===== config.mk =====
export PLATFORM = sky130hd
export DESIGN_NAME = gorq_min
export DESIGN_NICKNAME = d
export VERILOG_FILES = /design/src/rtl/gorq_pkg.sv /design/src/rtl/gorq_min.sv
export SDC_FILE = /design/constraint.sdc
export NUM_CORES = 1
export LEC_CHECK = 0
export BUFFER_PORTS_ARGS = -buffer_cell sky130_fd_sc_hd__clkbuf_2
export CORE_UTILIZATION = 35
export CTS_CLUSTER_SIZE = 30
export DETAILED_ROUTE_END_ITERATION = 16
export PLACE_DENSITY = 0.59
export SYNTH_ARGS = -nofsm -noshare
export SYNTH_HDL_FRONTEND = slang
export SYNTH_SLANG_ARGS = --single-unit

===== constraint.sdc =====
create_clock -name clk_i -period 18.48 [get_ports clk_i]
set_clock_uncertainty 0.1 [all_clocks]
set_input_delay 3.696 -clock clk_i [delete_from_list [all_inputs] [get_ports clk_i]]
set_output_delay 3.696 -clock clk_i [all_outputs]
set_load 0.01 [all_outputs]

===== src/rtl/gorq_pkg.sv =====
// Shared constants and types for the group offset retention queue.
package gorq_pkg;

  localparam int unsigned Depth       = 1024;
  localparam int unsigned Groups      = 8;
  localparam int unsigned PayloadBits = 32;

  localparam int unsigned IdxW   = $clog2(Depth);
  localparam int unsigned CntW   = IdxW + 1;
  localparam int unsigned OffW   = 32;
  localparam int unsigned GroupW = (Groups > 1) ? $clog2(Groups) : 1;
  localparam int unsigned ActW   = 4;

  localparam logic [OffW-1:0] Sign32 = 32'h8000_0000;

  localparam logic       KindProduce = 1'b0;
  localparam logic       KindConsume = 1'b1;

  localparam logic [1:0] StatusOk    = 2'd0;
  localparam logic [1:0] StatusFull  = 2'd1;
  localparam logic [1:0] StatusEmpty = 2'd2;

  typedef logic [OffW-1:0]     offset_t;
  typedef offset_t [Groups-1:0] offset_vec_t;

endpackage


===== src/rtl/gorq_min.sv =====
// Two-stage registered minimum of the active group distances from the head.
module gorq_min (
  input  logic                  clk_i,
  input  gorq_pkg::offset_vec_t offsets_i,
  input  gorq_pkg::offset_t     head_abs_i,
  input  logic [3:0]            active_i,
  output gorq_pkg::offset_t     min_key_o
);
  import gorq_pkg::*;

  localparam int unsigned Leaves = 1 << GroupW;

  offset_t keys_q [Leaves];
  offset_t min_q;
  offset_t node   [2*Leaves];

  // Each key is the distance from the head with its sign bit flipped, so an
  // unsigned compare orders the signed distances. Inactive groups read as
  // all ones and never win.
  always_ff @(posedge clk_i) begin
    for (int g = 0; g < Leaves; g++) begin
      if (g < Groups && g < int'(active_i)) begin
        keys_q[g] <= (offsets_i[g] - head_abs_i) ^ Sign32;
      end else begin
        keys_q[g] <= '1;
      end
    end
    min_q <= node[1];
  end

  always_comb begin
    for (int i = 0; i < 2*Leaves; i++) begin
      node[i] = '1;
    end
    for (int i = 0; i < Leaves; i++) begin
      node[Leaves+i] = keys_q[i];
    end
    for (int i = Leaves - 1; i >= 1; i--) begin
      node[i] = (node[2*i] < node[2*i+1]) ? node[2*i] : node[2*i+1];
    end
  end

  assign min_key_o = min_q;

endmodule


==> results of run 1 <==
## flip-flops by register name (all words and copies together) (netlist names)
signal     flops
min_key_o     32
keys_q       256
## metrics by stage
| step | power, mW | utilization |
|---|---|---|
| final | 3.76 | 0.408 |
| after global routing | 4.06 | 0.408 |
| after CTS | 3.79 | 0.408 |
| after detailed placement | 2.97 | 0.390 |
| after global placement | 2.97 | 0.390 |
| after floorplan | 2.41 | - |
## metal layers
layer	GRT usage	vias up	wire [um]
met1	0.276	10781	38800
li1	-	12248	-
met4	0.0742	10	2570
met3	0.0344	129	4090
met5	0	-	65
met2	0.366	511	38900
## final cells by class
class / instances / share of cell area
Timing Repair Buffer: 336 / 0.0564
Clock buffer: 50 / 0.0344
Sequential cell: 288 / 0.190
Inverter: 299 / 0.0370
Clock inverter: 11 / 0.00840
Tap cell: 969 / 0.0399
Multi-Input combinational cell: 2586 / 0.634
## power breakdown
group | switching [mW] | leakage [nW] | internal, mW
Combinational | 1.18 | 12.7 | 0.928
Clock | 0.284 | 0.638 | 0.504
Sequential | 0.0950 | 2.42 | 0.769
Total | 1.56 | 15.8 | 2.20
## path summary, 6_finish.rpt
kind                                               start                     to  slack, ps  cells after the start
worst max register to register  keys_q[0][54]$_SDFF_PP1_  min_key_o[29]$_DFF_P_       9430                     31
worst min register to register  keys_q[1][87]$_SDFF_PP1_  min_key_o[23]$_DFF_P_        750                      3
worst min-delay path            keys_q[1][87]$_SDFF_PP1_  min_key_o[23]$_DFF_P_        750                      3
worst max-delay path            keys_q[0][54]$_SDFF_PP1_  min_key_o[29]$_DFF_P_       9430                     31
## cells in the final DEF (no fill, tap or decap), types with 26 or more instances in the layout
cell	netlist	layout
a31oi_1	29	29
mux2i_1	158	158
nand2b_1	63	63
xnor2_1	79	79
o21ai_0	222	222
or3_1	28	28
a21o_1	129	129
nor2b_1	37	37
inv_1	299	299
ha_1	464	464
nor3_1	63	63
clkbuf_2	0	324
o21a_1	74	74
nand4_1	36	36
nor2_1	141	141
or2_2	26	26
nand3_1	56	56
a211oi_1	43	43
a21oi_1	219	219
xor2_1	93	93
mux2_2	31	31
nand2_1	347	347
clkbuf_16	0	37
dfxtp_1	288	288
## worst reg2reg max path: cells and delay by family, from the launching register on
kind | cells | cell delay (ps)
AO/OA/AOI/OAI | 15 | 3620
adder cells (fa/ha/maj) | 3 | 910
AND/OR/NAND/NOR | 6 | 1670
multiplexers | 3 | 1170
buffers and inverters | 4 | 1110
flip-flops | 1 | 340
## cells by family after synthesis
family / count (synthesis) / share of synthesized area
flip-flops: 288 / 0.219
AO/OA/AOI/OAI: 877 / 0.215
buffers and inverters: 354 / 0.0518
AND/OR/NAND/NOR: 874 / 0.157
adder cells (fa/ha/maj): 473 / 0.227
multiplexers: 190 / 0.0738
XOR/XNOR: 172 / 0.0571
==> impl_metrics.env, run 1 <==
export IMPL_setup_viol=0
export IMPL_stdcell_count=4539
export IMPL_ys_ff_latch=288
export IMPL_fin_crit_sh=0.489
export IMPL_multi_input_comb_area_mm2=0.0193
export IMPL_holdBufCountCts=0
export IMPL_netlist_area_leader_share=0.220
export IMPL_grt_max_degree=63
export IMPL_powerDensity_mw_per_mm2=124
export IMPL_die_w_um=276
export IMPL_clk_latency_ps=560
export IMPL_fillers=7634
export IMPL_synth_top_flop_cell="dfxtp_1"
export IMPL_critPathArrivalTime_ps=9390
export IMPL_critPathKind="reg -> reg"
export IMPL_antenna_found_initial=5
export IMPL_grt_pass1_vias=22308
export IMPL_required_ps=18820
export IMPL_timing_hold_ws_ps=753
export IMPL_place_congestion=0.920
export IMPL_cts_buffer_depth=3
export IMPL_synth_nets=3993
export IMPL_syn_area_per_cell_um2=8.17
export IMPL_crit_top_cell="a21o_1"
export IMPL_ys_types=80
export IMPL_synth_top_area_cell="ha_1"
export IMPL_synth_cells=3228
export IMPL_maxSlewHeadroom=0.217
export IMPL_maxCapViolCount=0
export IMPL_ant_nets=0
export IMPL_cp_start_kind="flip-flop"
export IMPL_cp_end_kind="flip-flop"
export IMPL_core_area_mm2=0.0744
export IMPL_grt_overflow=0
export IMPL_yosys_top_cells_count="ha_1, nand2_1, inv_1"
export IMPL_place_ws_ps=9560
export IMPL_nNetsFinal=4312
export IMPL_synth_edf_count=0
export IMPL_hp_class="reg -> reg"
export IMPL_rsz0062_at_grt="no"
export IMPL_post_route_min_period_ps=9050
export IMPL_max_stage_delay_ps=820
export IMPL_synth_area_top_cells="ha_1, dfxtp_1, mux2i_1"
export IMPL_cts_sinks=288
export IMPL_synth_area_mm2=0.0264
export IMPL_final_max_slew_viol_count=0
export IMPL_fin_setup_tns_ps=0
export IMPL_area_growth_pct=15.2
export IMPL_tightest_slew_ps=1170
export IMPL_dp_hpwl_mm=71.5
export IMPL_cts_resized_gates=0
export IMPL_drt_wl_total_mm=84.4
export IMPL_cts_setup_buffers=0
export IMPL_rows=100
export IMPL_postSynth_asyncResetShare=0
export IMPL_critPathTopFamily="compound AO/OA/AOI/OAI gates"
export IMPL_dieArea_mm2=0.0764
export IMPL_track_usage=0.216
export IMPL_wl_per_cell_um=18.6
export IMPL_numCtsBuffers=36
export IMPL_cts_max_level=2
export IMPL_n_antenna_cell=0
export IMPL_die_h_um=276
export IMPL_grt_pass1_wl_mm=127
export IMPL_yosysMostFrequentCell="ha_1"
export IMPL_cts_root_buffer="clkbuf_16"
export IMPL_yosysSeqAreaShare=0.219
export IMPL_cts_tree="yes"
export IMPL_place_area_mm2=0.0291
export IMPL_setup_slack_ps=9430
export IMPL_ios=325
export IMPL_initial_utilization=0.354
export IMPL_max_vdd_ir_drop_mv=0.0990
export IMPL_crit_path_max_fanout=32
export IMPL_placed_cells=4478
export IMPL_worst_path_buf_inv=4
export IMPL_clock_fmax_mhz=111
export IMPL_finalHoldViolCount=0
export IMPL_cp_slowest_cell="a21oi_4"
export IMPL_drt_iter0_drc=1297
export IMPL_clk_transition_reported_paths_ps=60
export IMPL_leakagePower_nw=15.8
export IMPL_drive_above_1_share=0.130
export IMPL_yosys_warnings=0
export IMPL_drc=0
export IMPL_seqCellArea_mm2=0.00577
export IMPL_fin_area_mm2=0.0304
export IMPL_drt_pass1_iter_count=7
export IMPL_routed_via_density=5.22
export IMPL_numPortBuffers=324
export IMPL_vias=23679
export IMPL_status="complete, no violations"
Note: power is estimated with default switching activity, not from simulation.
==> inputs of run 2 (changes only) <==
--- a/config.mk
+++ b/config.mk
@@ -9,7 +9,7 @@
 export CORE_UTILIZATION = 35
 export CTS_CLUSTER_SIZE = 30
 export DETAILED_ROUTE_END_ITERATION = 16
-export PLACE_DENSITY = 0.59
+export PLACE_DENSITY = 0.61
 export SYNTH_ARGS = -nofsm -noshare
 export SYNTH_HDL_FRONTEND = slang
 export SYNTH_SLANG_ARGS = --single-unit
==> constraint.sdc (replaced) <==
create_clock -name clk_i -period 7.5 [get_ports clk_i]
set_clock_uncertainty 0.1 [all_clocks]
set_input_delay 1.5 -clock clk_i [delete_from_list [all_inputs] [get_ports clk_i]]
set_output_delay 1.5 -clock clk_i [all_outputs]
set_load 0.01 [all_outputs]
==> run 2 against run 1 <==
Effect of this change: register-to-register slack worse by 9200 ps; largest power group unchanged; highest routed layer is now met4; setup slack lost 9200 ps; sequential power is 150% higher; critical endpoint unchanged.
==> impl_metrics.env, run 2 (synthesis results as in run 1) <==
export IMPL_hp_class="reg -> reg"
export IMPL_max_stage_delay_ps=340
export IMPL_grt_pass1_wl_mm=128
export IMPL_core_area_mm2=0.0744
export IMPL_cts_tree="yes"
export IMPL_critPathTopFamily="compound AO/OA/AOI/OAI gates"
export IMPL_vias=23888
export IMPL_multi_input_comb_area_mm2=0.0196
export IMPL_place_ws_ps=-120
export IMPL_tightest_slew_ps=1110
export IMPL_leakagePower_nw=16.0
export IMPL_fillers=7571
export IMPL_regMostFlops="keys_q"
export IMPL_setup_slack_ps=236
export IMPL_routed_via_density=5.22
export IMPL_critPathKind="reg -> reg"
export IMPL_grt_max_degree=45
export IMPL_maxSlewHeadroom=0.256
export IMPL_holdBufCountCts=0
export IMPL_place_congestion=0.908
export IMPL_dieArea_mm2=0.0764
export IMPL_cts_sinks=288
export IMPL_numCtsBuffers=35
export IMPL_final_common_cell="ha_1"
export IMPL_place_area_mm2=0.0293
export IMPL_max_vdd_ir_drop_mv=0.301
export IMPL_drt_wl_total_mm=85.2
export IMPL_cts_root_buffer="clkbuf_16"
export IMPL_status="complete, no violations"
export IMPL_grt_pass1_vias=22799
export IMPL_die_h_um=276
export IMPL_critPathArrivalTime_ps=7590
export IMPL_cp_start_kind="flip-flop"
export IMPL_required_ps=7830
export IMPL_final_cell_mix="ha_1, nand2_1, clkbuf_2"
export IMPL_drive_above_1_share=0.156
export IMPL_drt_iter0_drc=1276
export IMPL_r2r_setup_slack_ps=240
export IMPL_cts_buffer_depth=3
export IMPL_finalPower_mw=9.70
export IMPL_clock_fmax_mhz=138
export IMPL_rows=100
export IMPL_ant_nets=0
export IMPL_die_w_um=276
export IMPL_largest_reg_flops=256
export IMPL_track_usage=0.216
export IMPL_initial_utilization=0.354
export IMPL_grt_overflow=0
export IMPL_seqCellArea_mm2=0.00577
export IMPL_wl_per_cell_um=18.6
export IMPL_clk_latency_ps=540
export IMPL_clk_transition_reported_paths_ps=60
export IMPL_nNetsFinal=4351
export IMPL_antenna_found_initial=1
export IMPL_fin_crit_sh=0.968
export IMPL_ios=325
export IMPL_worst_path_buf_inv=6
export IMPL_setup_viol=0
export IMPL_drc=0
export IMPL_finalHoldViolCount=0
export IMPL_drt_pass1_iter_count=5
export IMPL_crit_path_max_fanout=6
export IMPL_area_growth_pct=17.7
export IMPL_cts_max_level=2
export IMPL_numPortBuffers=324
export IMPL_maxCapViolCount=0
export IMPL_dp_hpwl_mm=71.9
export IMPL_post_route_min_period_ps=7260
export IMPL_crit_top_cell="a21o_1"
export IMPL_powerDensity_mw_per_mm2=313
export IMPL_cp_end_kind="flip-flop"
export IMPL_fin_area_mm2=0.0310
export IMPL_cp_slowest_cell="ha_1"
export IMPL_timing_hold_ws_ps=734
export IMPL_final_max_slew_viol_count=0
==> run 2: per-layer routing <==
layer / up-vias / global-route usage / part of all wire
li1: 12339 / - / -
met3: 102 / 0.0375 / 0.054
met5: - / 0 / 0
met4: 0 / 0.0673 / 0.029
met1: 10921 / 0.277 / 0.46
met2: 526 / 0.367 / 0.46
==> run 2: worst paths after layout <==
path,cells past startpoint,end,start
min,3,min_key_o[22]$_DFF_P_,keys_q[0][118]$_SDFF_PP1_
max reg2reg,35,min_key_o[29]$_DFF_P_,keys_q[0][34]$_SDFF_PP1_
min reg2reg,3,min_key_o[22]$_DFF_P_,keys_q[0][118]$_SDFF_PP1_
max,35,min_key_o[29]$_DFF_P_,keys_q[0][34]$_SDFF_PP1_
==> run 2: worst min-delay path: cells and delay by family (launching register included) <==
family,cells,cell delay [ps]
mux,3,510
flops,1,330
==> run 2: area by class of cell <==
class / instances / share of cell area
timing repair buffer: 376 / 0.0693
sequential: 288 / 0.186
multi-input combinational: 2586 / 0.633
antenna: 1 / 0.0000807
clock buffer: 46 / 0.0315
inverter: 299 / 0.0362
clock inverter: 15 / 0.00504
tap: 969 / 0.0391
==> run 2: power by group <==
part	switching [mW]	internal (mW)	total [mW]
Sequential	0.253	1.90	2.15
Clock	0.677	1.02	1.70
Combinational	3.11	2.74	5.85
==> run 2: per-stage QoR <==
stage                     std cells  TNS (ps)  utilization
after floorplan                3228         0            -
after global placement         4501      -109        0.393
after detailed placement       4501     -2430        0.393
after CTS                      4562         0        0.409
after global routing           4579     -1050        0.417
final                          4580         0        0.417
==> run 2: repair_timing <==
item                       4_1_cts  5_1_grt
resized for setup                2       98
setup endpoints to repair       31       32
pin swaps                        1       17
gates cloned                     0        4
buffers inserted                 0       13
==> inputs of run 3 (changes only) <==
--- a/config.mk
+++ b/config.mk
@@ -6,10 +6,10 @@
 export NUM_CORES = 1
 export LEC_CHECK = 0
 export BUFFER_PORTS_ARGS = -buffer_cell sky130_fd_sc_hd__clkbuf_2
-export CORE_UTILIZATION = 35
+export CORE_UTILIZATION = 45
 export CTS_CLUSTER_SIZE = 30
 export DETAILED_ROUTE_END_ITERATION = 16
-export PLACE_DENSITY = 0.61
+export PLACE_DENSITY = 0.73
 export SYNTH_ARGS = -nofsm -noshare
 export SYNTH_HDL_FRONTEND = slang
 export SYNTH_SLANG_ARGS = --single-unit
==> constraint.sdc (replaced) <==
create_clock -name clk_i -period 7.5 [get_ports clk_i]
set_clock_uncertainty 0.1 [all_clocks]
set_input_delay 0.375 -clock clk_i [delete_from_list [all_inputs] [get_ports clk_i]]
set_output_delay 0.375 -clock clk_i [all_outputs]
set_load 0.01 [all_outputs]
==> run 3 against run 2 <==
Effect of this change: clock power increased by 10%; sequential share of layout area about the same; first-iteration DRC count increased by 25%; total power increased by 2.9%; wire length decreased by 4.4%; highest routed layer unchanged; via count increased by 2.0%; largest power group unchanged; critical endpoint is now min_key_o[28]$_DFF_P_; maximum frequency decreased by 2.3%.
==> impl_metrics.env, run 3 (synthesis results as in run 1) <==
export IMPL_cp_slowest_cell="dfxtp_1"
export IMPL_grt_use_met1=0.346
export IMPL_power_switching_mw=4.11
export IMPL_max_vdd_ir_drop_mv=0.293
export IMPL_clock_fmax_mhz=135
export IMPL_grt_max_degree=40
export IMPL_clk_transition_reported_paths_ps=60
export IMPL_required_ps=7830
export IMPL_core_area_mm2=0.0578
export IMPL_ios=325
export IMPL_leakagePower_nw=16.1
export IMPL_setup_slack_ps=69.0
export IMPL_fin_util=0.536
export IMPL_p_seq_frac=0.216
export IMPL_wl_per_cell_um=18.6
export IMPL_drt_pass1_iter_count=5
export IMPL_numCtsBuffers=35
export IMPL_swShare=0.412
export IMPL_hp_class="in -> reg"
export IMPL_initial_utilization=0.456
export IMPL_critPathArrivalTime_ps=7760
export IMPL_dieArea_mm2=0.0596
export IMPL_cts_tree="yes"
export IMPL_setup_viol=0
export IMPL_numPortBuffers=324
export IMPL_critPathKind="reg -> reg"
export IMPL_place_area_mm2=0.0291
export IMPL_place_congestion=0.936
export IMPL_crit_top_cell="a21o_1"
export IMPL_cp_end_kind="flip-flop"
export IMPL_max_stage_delay_ps=380
export IMPL_cp_start_kind="flip-flop"
export IMPL_top_usage_layer="met2"
export IMPL_drive_above_1_share=0.158
export IMPL_area_growth_pct=17.6
export IMPL_rows=88
export IMPL_track_usage=0.263
export IMPL_routed_via_density=5.57
export IMPL_timing_hold_ws_ps=70.4
export IMPL_fin_crit_sh=0.991
export IMPL_final_cell_mix="ha_1, nand2_1, clkbuf_2"
export IMPL_cts_buffer_depth=3
export IMPL_dp_hpwl_mm=66.8
export IMPL_clk_latency_ps=540
export IMPL_nNetsFinal=4350
export IMPL_drc=0
export IMPL_grt_pass1_wl_mm=123
export IMPL_status="complete, no violations"
export IMPL_grtUsageMet2=0.445
export IMPL_vias=24357
export IMPL_grt_pass1_vias=22862
export IMPL_place_ws_ps=-29.1
export IMPL_cts_max_level=2
export IMPL_final_common_cell="ha_1"
export IMPL_powerDensity_mw_per_mm2=322
export IMPL_ant_nets=0
export IMPL_die_w_um=244
export IMPL_finalPower_mw=9.98
export IMPL_final_max_slew_viol_count=0
export IMPL_post_route_min_period_ps=7430
export IMPL_drt_wl_total_mm=81.4
export IMPL_antenna_found_initial=1
export IMPL_drt_iter0_drc=1592
export IMPL_internal_power_mw=5.86
export IMPL_maxSlewHeadroom=0.322
export IMPL_finalHoldViolCount=0
export IMPL_tightest_slew_ps=1010
export IMPL_largest_reg_flops=256
export IMPL_maxCapViolCount=0
export IMPL_regMostFlops="keys_q"
export IMPL_pwr_share_comb=0.597
export IMPL_die_h_um=244
export IMPL_fin_area_mm2=0.0310
export IMPL_cts_sinks=288
export IMPL_grt_use_met3=0.0334
export IMPL_crit_path_max_fanout=13
export IMPL_worst_path_buf_inv=6
export IMPL_p_clk_frac=0.187
export IMPL_grt_overflow=0
export IMPL_critPathTopFamily="compound AO/OA/AOI/OAI gates"
export IMPL_cts_root_buffer="clkbuf_16"
run 3: changes by cell type in the layout (fill, tap and decap cells not counted), moves of 3 or more:
cell / before / now
buf_4: 36 / 33
o21ai_1: 11 / 7
bufinv_16: 3 / 6
mux2i_2: 19 / 14
mux2i_1: 129 / 132
clkbuf_1: 5 / 1
clkbuf_16: 37 / 41
buf_12: 5 / 9
run 3: cell type report:
class | count | area [um2]
inverters | 299 | 1120
well taps | 765 | 957
multi-input cells | 2586 | 19700
clock buffers | 44 | 1010
clock inverters | 18 | 248
flip-flops and latches | 288 | 5770
repair buffers | 375 | 2210
diodes | 1 | 2.50
fillers | 5371 | 26800
run 3: power by group through the flow:
stage / combinational [mW] / sequential [mW] / clock, mW
5_1_grt: 6.53 / 2.18 / 1.94
6_report: 5.95 / 2.16 / 1.87
2_1_floorplan: 3.87 / 2.08 / 0
3_3_place_gp: 5.25 / 2.17 / 0
3_5_place_dp: 5.33 / 2.15 / 0
4_1_cts: 5.40 / 2.13 / 1.88
run 3: layer usage:
metal / up-vias / wire length [um]
li1: 12330 / -
met2: 657 / 37400
met4: 0 / 2410
met3: 127 / 4240
met5: - / 0
met1: 11243 / 37400
run 3: repair_timing:
| action | CTS | global route |
|---|---|---|
| resized for setup | 1 | 101 |
| pin swaps | 0 | 20 |
| buffers inserted | 0 | 14 |
| setup endpoints to repair | 31 | 32 |
| hold buffers | 0 | 0 |
| gates cloned | 0 | 4 |
run 3: tightest hold or removal path, stage by stage:
cell and delay [ps]:
clkbuf_2 80, inv_1 40, ha_1 130, nand2_1 40
run 3: worst paths after layout:
path / startpoint / end / slack, ps / cells past startpoint
max: keys_q[0][38]$_SDFF_PP1_ / min_key_o[28]$_DFF_P_ / 70 / 34
min: offsets_i[64] / keys_q[0][64]$_SDFF_PP1_ / 70 / 4
max reg2reg: keys_q[0][38]$_SDFF_PP1_ / min_key_o[28]$_DFF_P_ / 70 / 34
min reg2reg: keys_q[0][50]$_SDFF_PP1_ / min_key_o[18]$_DFF_P_ / 720 / 3
run 3: metrics by stage:
stage	instances	setup TNS [ps]
floorplan	3228	0
global placement	4295	0
detailed placement	4295	-563
CTS	4357	0
global route	4375	-5470
finish	4376	0
